File: src/rtl/cu_pkg.sv
// Shared constants and control types for the combination unranking block.
`timescale 1ns / 1ps

package cu_pkg;

    localparam int MAX_LENGTH = 64;
    localparam int M_W        = $clog2(MAX_LENGTH);
    localparam int TBL_DEPTH  = MAX_LENGTH * MAX_LENGTH;
    localparam int TBL_AW     = $clog2(TBL_DEPTH);
    localparam int DATA_W     = 64;
    localparam int CFG_W      = 7;
    localparam int CFG_IDX_W  = 8;

    localparam logic [DATA_W-1:0]    BINOM_SAT  = 64'h3f3f_3f3f_3f3f_3f3f;
    localparam logic [CFG_IDX_W-1:0] CFG_LENGTH = 8'd0;
    localparam logic [CFG_IDX_W-1:0] CFG_WEIGHT = 8'd1;

    typedef struct packed {
        logic fill_rd;
        logic fill_wr;
        logic start;
        logic step;
        logic load_out;
    } t_cmd;

    typedef struct packed {
        logic fill_last;
        logic left_zero;
    } t_sts;

endpackage

File: src/rtl/cu_ctrl.sv
// Controller: table fill sequencing, item acceptance, step issue and output handshake.
`timescale 1ns / 1ps

module cu_ctrl import cu_pkg::*; (
    input  logic i_clk,
    input  logic i_rst_n,
    input  logic i_rank_valid,
    output logic o_rank_stall,
    output logic o_res_valid,
    input  logic i_res_stall,
    input  t_sts i_sts,
    output t_cmd o_cmd
);

    typedef enum logic [1:0] {
        S_FILL_RD,
        S_FILL_WR,
        S_IDLE,
        S_RUN
    } t_state;

    t_state r_state;
    logic   r_out_valid;
    logic   out_free;

    assign out_free = !r_out_valid || !i_res_stall;

    always_comb begin
        o_cmd          = '0;
        o_cmd.fill_rd  = (r_state == S_FILL_RD);
        o_cmd.fill_wr  = (r_state == S_FILL_WR);
        o_cmd.start    = (r_state == S_IDLE) && i_rank_valid;
        o_cmd.step     = (r_state == S_RUN) && !i_sts.left_zero;
        o_cmd.load_out = (r_state == S_RUN) && i_sts.left_zero && out_free;
    end

    always_ff @(posedge i_clk) begin
        if (!i_rst_n) begin
            r_state     <= S_FILL_RD;
            r_out_valid <= 1'b0;
        end else begin
            case (r_state)
                S_FILL_RD: begin
                    r_state <= S_FILL_WR;
                end
                S_FILL_WR: begin
                    r_state <= i_sts.fill_last ? S_IDLE : S_FILL_RD;
                end
                S_IDLE: begin
                    if (i_rank_valid) begin
                        r_state <= S_RUN;
                    end
                end
                S_RUN: begin
                    if (o_cmd.load_out) begin
                        r_state <= S_IDLE;
                    end
                end
                default: begin
                    r_state <= S_IDLE;
                end
            endcase

            if (o_cmd.load_out) begin
                r_out_valid <= 1'b1;
            end else if (!i_res_stall) begin
                r_out_valid <= 1'b0;
            end
        end
    end

    assign o_rank_stall = (r_state != S_IDLE);
    assign o_res_valid  = r_out_valid;

endmodule

File: config.mk
export PLATFORM = sky130hd
export DESIGN_NAME = cu_ctrl
export DESIGN_NICKNAME = d
export VERILOG_FILES = /design/src/rtl/cu_pkg.sv /design/src/rtl/cu_ctrl.sv
export SDC_FILE = /design/constraint.sdc
export NUM_CORES = 1
export LEC_CHECK = 0
export BUFFER_PORTS_ARGS = -buffer_cell sky130_fd_sc_hd__buf_2
export CORE_AREA = 2 2 39 41
export CTS_CLUSTER_SIZE = 30
export DETAILED_ROUTE_END_ITERATION = 6
export DIE_AREA = 0 0 41 43
export PLACE_DENSITY = 0.36
export SETUP_SLACK_MARGIN = 0.2
export SLEW_MARGIN = 30
export SYNTH_ARGS = -nofsm -noshare
export SYNTH_HDL_FRONTEND = slang
export SYNTH_SLANG_ARGS = --single-unit
File: constraint.sdc
create_clock -name i_clk -period 1.1 [get_ports i_clk]
set_input_delay 0.165 -clock i_clk [delete_from_list [all_inputs] [get_ports i_clk]]
set_output_delay 0.165 -clock i_clk [all_outputs]
set_load 0.02 [all_outputs]
==> After elaboration in Yosys (flattened, before gate mapping) <==
Index checks and enable logic that the tools add are counted.
{ "word_totals": {"out_inout_bits": 7, "word_cells": 25, "ff_bits": 3, "input_bits": 6} }
{ "classes": {"n_mux": 6, "reduce_logical": 10, "n_eq_ne": 7} }
{ "ops": {"columns": ["cell", "n"], "rows": [
  ["2-bit one-hot mux with 4 select lines", 1],
  ["2-bit 2-to-1 mux", 3],
  ["2-bit inequality test, second input constant", 3],
  ["2-bit == test, second input constant", 2],
  ["1-bit logical AND", 4],
  ["1-bit zero test", 3],
  ["2-bit by 1-bit == test with 1-bit output, second input constant", 1],
  ["2-bit zero test", 1],
  ["1-bit 2-to-1 mux", 2],
  ["2-bit by 1-bit inequality test with 1-bit output, second input constant", 1],
  ["2-bit AND reduction", 1],
  ["1-bit logical OR", 1]
]} }

==> Logic depth before layout (Yosys ltp) <==
{ "logic_depth": {"ltp_word": 5, "depth_mapped": 2, "depth_no_buf": 2} }

==> Least setup slack after synthesis <==
OpenSTA, ideal clock, no wires.
{ "synth_path": {"kind": "reg-to-output", "startpoint": "reg r_state[1]", "endpoint": "out o_cmd[2] (netlist name)", "required_ns": 0.935, "slack_ns": -0.137, "arrival_ns": 1.072, "n_path_buf": 0, "stages_incl_launch_ff": 3, "cell_sequence": "dfxtp_1 or2b_2 nor2_1"} }
{ "synth_lines": {"columns": ["item", "line_no", "source"], "rows": [
  ["start, declared", "cu_ctrl.sv:22", "t_state r_state;"],
  ["start signal, assigned", "cu_ctrl.sv:47", "r_state <= i_sts.fill_last ? S_IDLE : S_FILL_RD;"],
  ["end, declared", "cu_ctrl.sv:12", "output t_cmd o_cmd"]
]} }

==> metrics.md <==
| Metric | Value |
|---|---|
| Worst Skew | `0.00270 ns` |
| Final Max Tran Viols | `0` |
| Clk root buf | `clkbuf_4` |
| Mapped Nets | `26` |
| Core area | `1380 µm²` |
| Pleak | `0.000173 µW` |
| Mapped cell area | `159 µm²` |
| CP required | `0.94 ns` |
| Initial Utilization | `11.5%` |
| Total gr overflow | `0` |
| Gr usage total | `6.71%` |
| Total wire length after detailed routing | `514 µm` |
| TritonCTS buffer count | `3` |
| Die Span Y | `43 µm` |
| Skew-Pair Late Insertion Delay | `0.23 ns` |
| Fillers | `152` |
| Failing checks | `setup timing` |
| Vias in the first global route | `198` |
| # setup viols final | `5` |
| Synth Register Bits | `3` |
| DP HPWL | `322 µm` |
| Outcome | `finished, violations left` |
| Post-synthesis xor/xnor area fraction | `0%` |
| Largest family of logic cells by synthesized area | `simple AND/OR/NAND/NOR gates` |
| Power density over the cells | `1250 nW/µm²` |
| Compound-Gate Fraction of Synth Area | `18.9%` |
| Final design utilization | `28.4%` |
| Max-cap violation count | `0` |
| First-pass GRT wire length | `759 µm` |
| Synth-to-layout area growth | `147%` |
| CTS tree | `built` |
| Syn Inst Count | `20` |
| DR WL/cell | `9.02 µm` |
| Crit path DAT | `1.05 ns` |
| Die Area | `1760 µm²` |
| DR pass1 iterations | `2` |
| R2R Path End | `r_state[0]$_SDFFE_PN0P_` |
| R2R cell count | `3` |
| R2r setup slk | `0.04 ns` |
| Clk slew on worst S/H paths | `0.04 ns` |
| Total power | `490 µW` |
| # nets final | `48` |
| Clock period minus worst slack | `1.21 ns` |
| Critical Path Sink Type | `output port` |
| DP Worst Slack | `0.0500 ns` |
| Worst Max-Slew Pin Slew | `0.374 ns` |
| CP startpoint | `r_state[0]$_SDFFE_PN0P_` |
| Vias | `212` |
| Pin count of the biggest net entering global routing | `9` |
| Setup TNS | `-0.285 ns` |
| Synth Area in Simple Gates | `38.6%` |
| Ys Warns | `0` |
| Worst Setup Slack, final | `-0.112 ns` |
| Crit path max fanout | `7` |
| Register area share after synthesis | `37.8%` |
| Max IR drop VDD | `0.402 mV` |
| Startpoint Class | `register` |
| CTS H-tree lvls | `1` |
| Synth Area in Adders | `0%` |
| Die Wd | `41 µm` |
| Ports | `13` |
| DR DRC count | `0` |
| Kind of critical path | `register to output port` |
| RSZ-0062 raised after global routing | `true` |
| Layout cell share with drive strength beyond 1 | `78.0%` |
| Post-route ant nets | `0` |
| Netlist cell types | `11` |
| CTS max path bufs | `2` |
| Routability congestion estimate | `0.574` |
| Relative slew slack | `75.0%` |
| DRT iter0 DRCs | `4` |
| Tcrit/Tclk final | `110%` |
| Synthesized area per cell | `7.95 µm²` |
| Reg2reg start | `r_state[1]$_SDFFE_PN0P_` |
| Clock sink count | `3` |
| Input/output buffers | `12` |
| Std cell rows | `14` |
| Final hold vios | `0` |
| HP Class | `input port to register` |
| Initial antenna violation count | `0` |
| ANT cells | `0` |
| Critical path destination | `o_cmd[2]` |
| Post-synthesis mux area share | `0%` |
| Peak Freq | `825 MHz` |
| Drt via density | `3.72` |
==> cells in the mapped netlist <==
library cell | instances | share of area (%)
a21oi_1 | 3 | 9.4
nor3b_1 | 1 | 4.7
and2_4 | 1 | 5.5
nand3_1 | 1 | 3.1
dfxtp_1 | 3 | 38
a2111oi_2 | 1 | 9.4
nor2b_2 | 1 | 5.5
or2b_2 | 1 | 5.5
nand2_1 | 2 | 4.7
inv_1 | 2 | 4.7
nor2_1 | 4 | 9.4
==> layout by cell type (no fill, tap or decap), drive strengths merged <==
cell,Yosys,routed
or2b,1,1
nor2b,1,1
a2111oi,1,1
and2,1,1
nand2,2,2
nor3b,1,1
a21oi,3,3
inv,2,2
buf,0,17
nand3,1,1
dfxtp,3,3
nor2,4,4
clkbuf,0,4
==> cells by family after synthesis <==
family,count (synthesis)
simple gates,11
buf+inv,2
compound gates,4
flops,3
==> stage by stage <==
stage / instances / area [µm²] / hold slack [ns]
4_1_cts: 55 / 335 / 0.162
6_report: 57 / 393 / 0.164
3_5_place_dp: 48 / 258 / 0.408
3_3_place_gp: 48 / 258 / 0.418
5_1_grt: 57 / 393 / 0.174
2_1_floorplan: 20 / 178 / 0.310
==> routing by layer <==
metal,vias to the layer above,track usage [%],routed length [µm]
met2,13,7.50,219
met3,0,3.14,55
met4,0,6.00,0
met5,-,0,0
met1,91,8.95,239
li1,108,-,-
==> worst max-delay path, stage by stage (launching register included) <==
cell and delay [ns]:
dfxtp_4 0.36, or2b_4 0.26, nor2_4 0.08, buf_6 0.11
==> sequential cells by signal (all words and copies together) (netlist names) <==
register,count
r_state,2
o_res_valid,1
==> power by group <==
part / total (µW) / leakage [µW] / switching, µW / internal, µW
sequential: 133 / 0.0000264 / 13.4 / 119
clock: 192 / 0.0000150 / 56.4 / 136
combinational: 165 / 0.000131 / 71.2 / 93.6
total: 490 / 0.000173 / 141 / 349
==> repair_timing <==
item | in CTS | in global routing
gates resized for setup | 10 | 10
cloned | 0 | 0
hold buffers | 0 | 0
pin swaps | 0 | 1
setup endpoints to repair | 8 | 8
buffers inserted | 3 | 2
==> worst min path at each step <==
stage / slack, ns / startpoint / cells past startpoint / end
finish: 0.16 / i_sts[1] / 3 / r_state[1]$_SDFFE_PN0P_
global route: 0.17 / i_sts[1] / 3 / r_state[1]$_SDFFE_PN0P_
global placement: 0.42 / i_sts[1] / 3 / r_state[1]$_SDFFE_PN0P_
detailed placement: 0.41 / i_sts[1] / 3 / r_state[1]$_SDFFE_PN0P_
CTS: 0.16 / i_sts[1] / 3 / r_state[1]$_SDFFE_PN0P_
floorplan: 0.31 / i_sts[1] / 2 / r_state[1]$_SDFFE_PN0P_
==> final cells by class <==
cell class | count | area [µm²] | share of cell area (%)
multi-input combinational | 15 | 131 | 33.4
inverter | 2 | 7.51 | 1.91
clock buffer | 4 | 26.3 | 6.69
tap | 16 | 20.0 | 5.10
sequential | 3 | 68.8 | 17.5
timing repair buffer | 17 | 139 | 35.4
(Power assumes the default switching activity.)
